File: src/tel_pkg.sv
// Package: shared types, widths and codes of the time-ordered event list.
package tel_pkg;

    // List geometry
    localparam int LIST_DEPTH = 32;
    localparam int CNT_W      = $clog2(LIST_DEPTH + 1);
    localparam int IDX_W      = $clog2(LIST_DEPTH);

    // Field widths
    localparam int TIME_W   = 32;
    localparam int TARGET_W = 16;
    localparam int KIND_W   = 8;
    localparam int DATA_W   = TIME_W + TARGET_W + KIND_W;
    localparam int OP_W     = 2;
    localparam int STATUS_W = 2;

    // Opcodes
    localparam logic [OP_W-1:0] OP_FRONT   = 2'd0;
    localparam logic [OP_W-1:0] OP_BACK    = 2'd1;
    localparam logic [OP_W-1:0] OP_ORDERED = 2'd2;
    localparam logic [OP_W-1:0] OP_READ    = 2'd3;

    // Result status codes
    localparam logic [STATUS_W-1:0] ST_INSERTED = 2'd0;
    localparam logic [STATUS_W-1:0] ST_FULL     = 2'd1;
    localparam logic [STATUS_W-1:0] ST_ENTRY    = 2'd2;
    localparam logic [STATUS_W-1:0] ST_EMPTY    = 2'd3;

    // One event; time sits in the lowest bits when packed
    typedef struct packed {
        logic [KIND_W-1:0]   kind;
        logic [TARGET_W-1:0] target;
        logic [TIME_W-1:0]   time_val;
    } entry_t;

    // Control broadcast to every cell of the chain
    typedef struct packed {
        logic            ins_en;
        logic            rot_en;
        logic [OP_W-1:0] op;
        entry_t          new_entry;
    } cell_ctrl_t;

endpackage

File: src/tel_cell.sv
// One cell of the event chain: holds a single entry and shifts with its neighbours.
module tel_cell (
    input  logic               clk,
    input  tel_pkg::cell_ctrl_t ctrl,
    input  logic               is_head,
    input  logic               occ,
    input  logic               is_tail,
    input  logic               prior_hit,
    output logic               hit_out,
    input  tel_pkg::entry_t    left_entry,
    input  tel_pkg::entry_t    right_entry,
    input  tel_pkg::entry_t    head_entry,
    output tel_pkg::entry_t    entry
);
    import tel_pkg::*;

    entry_t entry_reg;
    entry_t entry_next;
    logic   hit;

    // Decide whether the insert position lands on this cell
    always_comb
    begin
        unique case (ctrl.op)
            OP_FRONT:   hit = is_head;
            OP_BACK:    hit = !occ;
            OP_ORDERED: hit = !occ ||
                              (is_head ? (entry_reg.time_val > ctrl.new_entry.time_val)
                                       : (entry_reg.time_val >= ctrl.new_entry.time_val));
            default:    hit = 1'b0;
        endcase
    end

    assign hit_out = prior_hit | hit;

    // Shift up behind the insert point, load the new event at it, rotate on readout
    always_comb
    begin
        priority if (ctrl.ins_en && prior_hit)
            entry_next = left_entry;
        else if (ctrl.ins_en && hit)
            entry_next = ctrl.new_entry;
        else if (ctrl.rot_en)
            entry_next = is_tail ? head_entry : right_entry;
        else
            entry_next = entry_reg;
    end

    always_ff @(posedge clk)
    begin
        entry_reg <= entry_next;
    end

    assign entry = entry_reg;

endmodule

File: config.mk
export PLATFORM = sky130hd
export DESIGN_NAME = tel_cell
export DESIGN_NICKNAME = d
export VERILOG_FILES = /design/src/tel_pkg.sv /design/src/tel_cell.sv
export SDC_FILE = /design/constraint.sdc
export NUM_CORES = 1
export LEC_CHECK = 0
export BUFFER_PORTS_ARGS = -buffer_cell sky130_fd_sc_hd__buf_2
export CAP_MARGIN = 20
export CORE_AREA = 2 2 112 114
export DETAILED_ROUTE_END_ITERATION = 16
export DIE_AREA = 0 0 114 116
export PLACE_DENSITY = 0.73
export SYNTH_ARGS = -nofsm -noshare
export SYNTH_HDL_FRONTEND = slang
export SYNTH_SLANG_ARGS = --single-unit
File: constraint.sdc
create_clock -name clk -period 12.4 [get_ports clk]
set_clock_uncertainty 0.2 [all_clocks]
set_input_delay 1.86 -clock clk [delete_from_list [all_inputs] [get_ports clk]]
set_output_delay 1.86 -clock clk [all_outputs]
set_load 0.01 [all_outputs]
==> flow_summary_export.csv <==
group,metric,value,unit
outcome,status,"complete, no violations",
global_routing,grtUsageTotal,0.218,
setup_path,critPathLaunchType,"input pin",
setup_path,cpMostUsedCell,"buf_2",
setup_path,critical_path.endpoint_type,"output port",
setup_path,r2r_cells,9,
clock_network,ctsRootBufferMaster,"clkbuf_16",
global_routing,grt_pass1_vias,4641,
power_and_ir_drop,internal_power,0.431,mW
layout,syn2layout_area_growth,35.3,%
floorplan,die_y,116,µm
yosys,synth_area_per_cell,10.8,µm²
drt,met1_length,6180,µm
yosys,synthArstFlopShare,0,
place,port_buffers,289,
setup_path,timing.rr.end,"entry[15]",
yosys,yosysWarnings,0,
layout,final_cell_mix,"buf_2 (289), edfxtp_1 (56), inv_1 (34)",
timing,tightestPinTransition,1.05,ns
power_and_ir_drop,switchingPower,0.182,mW
global_routing,grt_start_max_net_pins,57,
power_and_ir_drop,finalPower,0.613,mW
yosys,syn_nets,692,
yosys,ys_ff_latch,56,
yosys,synth-simple-area-share,0.124,
clock_network,cts_setup_buffers,0,
place,dp_hpwl,11900,µm
timing,slew_headroom,0.297,
worst_hold_path,min-delay-start,"entry[15]",
setup_path,path_cells,"buf_2 -> inv_1 -> ha_1 -> nand4_2 -> nor4_2 -> nor3b_2 -> a211oi_1 -> nor2_2 -> a2bb2oi_1 -> buf_2",
drt,wl_per_cell,18.2,µm
layout,drive_gt1_frac,0.540,
yosys,netlist_area,0.00462,mm²
layout,largest_register_ffs,56,
power_and_ir_drop,p_sw_frac,0.297,
drt,dr.pass1.iters,7,
timing,hold_ws,1.12,ns
yosys,synth-edff-count,56,
timing,drv_slew,0,
timing,finalHoldViolations,0,
power_and_ir_drop,power_density,98.0,mW/mm²
layout,fin_nets,960,
drt,viasPerCell,5.60,
floorplan,core,0.0119,mm²
floorplan,pin_count,290,
power_and_ir_drop,vdd_drop_max,82.8,µV
setup_path,worstReg2RegStart,"entry[29]",
clock_network,cts_hold_buf,0,
drt,drc_errors,0,
timing,finalSetupViolations,0,
place,place_ws,6.61,ns
layout,n_fill_cell,1060,
clock_network,cts_sinks,56,
worst_hold_path,hold_depth,6,
clock_network,cts_buffers,5,
global_routing,antenna_found_initial,1,
power_and_ir_drop,power.share.sequential,0.410,
clock_network,cts-resized-gates,0,
drt,wl_met3,1060,µm
setup_path,critical_path_arrival,3.75,ns
clock_network,cts.clk_slew.worst_paths,0.07,ns
timing,max_freq,0.172,GHz
timing,fin_crit,5.81,ns
setup_path,reg2reg_slack,8.89,ns
yosys,ys_types,50,
yosys,synth.yosys.seq_area_share,0.364,
drt,drt_wl_total,15400,µm
drt,ant_nets,0,
power_and_ir_drop,clkPwrFrac,0.259,
timing,finalCritPeriodShare,0.468,
floorplan,initial_core_util,0.388,
setup_path,crit_fanout,4,
worst_hold_path,hold_class,"flip-flop to flip-flop",
setup_path,cp_slowest_stage_delay,0.45,ns
timing,setup_slack,6.59,ns
drt,top_layer,"met4",
timing,rsz0062_at_grt,"no",
setup_path,critPathKind,"input pin to output port",
place,globalplace.congestion,0.912,
clock_network,htreeDepth,2,
floorplan,num_rows,40,
setup_path,required,10.34,ns
yosys,synth_compound_area_frac,0.215,
timing,fin_tns_setup,0,ns
layout,final_common_cell,"buf_2",
drt,vias,4740,
clock_network,cts_tree,"yes",
yosys,synth_fa_ha_area_frac,0.0866,
run,drv_cap,0,
worst_hold_path,hold_path_end,"entry[55]",
yosys,synthXorXnorAreaFrac,0.00189,
yosys,syn_inst,427,
global_routing,grt-ovfl-total,0,
clock_network,insertion_delay,0.29,ns
power_and_ir_drop,leakagePower,3.04,nW
power_and_ir_drop,p_comb_frac,0.332,
global_routing,grt_pass1_wl,22800,µm
yosys,synth_top_family_by_area,"compound AO/OA/AOI/OAI gates",
yosys,synth_mux_area_frac,0.130,
floorplan,dieWidth,114,µm
drt,dr_wl_met2,7780,µm
setup_path,cp_slowest_cell,"nor4_2",
drt,drtIter0Drc,329,
yosys,synthFlopType,"edfxtp_1",
clock_network,clk_path_buf_depth,2,
floorplan,die_area,0.0132,mm²
-- Yosys cell counts (3+ instances only) --
cell      count  area, µm²
nand2_1      33        124
clkbuf_1     18       67.6
ha_1         32        400
edfxtp_1     56       1680
buf_6         5       56.3
o21ai_0       8       40.0
a21oi_1      15       75.1
buf_2         4       20.0
nand4_2       4       50.1
clkbuf_8      3       41.3
o221ai_1     25        219
and3_1        5       31.3
mux2i_1      25        250
nand4_1       3       18.8
a221o_1      31        310
nor2_1        7       26.3
a32oi_1      25        219
mux2_2       31        349
inv_1        34        128
nor3_1        3       15.0
and3_2       26        195
-- power by group through the flow --
| stage | Combinational [mW] | Sequential [mW] | Clock (mW) |
|---|---|---|---|
| after floorplan | 0.103 | 0.267 | 0 |
| after global placement | 0.195 | 0.254 | 0 |
| after detailed placement | 0.201 | 0.255 | 0 |
| after CTS | 0.202 | 0.251 | 0.163 |
| after global routing | 0.223 | 0.254 | 0.171 |
| final | 0.203 | 0.251 | 0.159 |
-- cell families (layout without fill, tap and decap cells) --
family                   Yosys count  count (layout)
AND/OR/NAND/NOR                   95              95
flip-flops                        56              56
multiplexers                      56              56
adder cells (fa/ha/maj)           32              32
other                              0               3
AO/OA/AOI/OAI                    119             119
XOR/XNOR                           1               1
buffers and inverters             68             337
-- metal layers --
layer | vias up | track usage
li1 | 2258 | -
met1 | 2228 | 0.276
met2 | 222 | 0.382
met3 | 32 | 0.0329
met4 | 0 | 0.0740
met5 | - | 0
-- worst max path at each step --
stage,start,to,cells past startpoint
after global routing,ctrl[30],hit_out,10
after detailed placement,ctrl[30],hit_out,10
final,ctrl[30],hit_out,10
after CTS,ctrl[30],hit_out,10
after global placement,ctrl[7],hit_out,10
after floorplan,ctrl[13],hit_out,8
-- critical path: cells and delay by family --
family                   cells  cell delay [ns]
AND/OR/NAND/NOR              4             1.09
buffers and inverters        3             0.31
AO/OA/AOI/OAI                2             0.17
adder cells (fa/ha/maj)      1             0.30
-- final cells by class --
cell class                 count  area, µm²  area share
multi-input combinational    303       2580       0.413
antenna                        3       7.51     0.00120
timing repair buffer         295       1510       0.241
sequential                    56       1680       0.269
inverter                      34        128      0.0204
clock buffer                   6        129      0.0206
clock inverter                 2       35.0     0.00560
tap                          147        184      0.0294
-- through the flow --
stage                util  instance area, µm²  cells
floorplan               -                4620    427
global placement    0.508                6050    833
detailed placement  0.508                6050    833
CTS                 0.522                6220    841
global route        0.525                6250    844
finish              0.525                6260    846
Note: power is estimated with default switching activity, not from simulation.
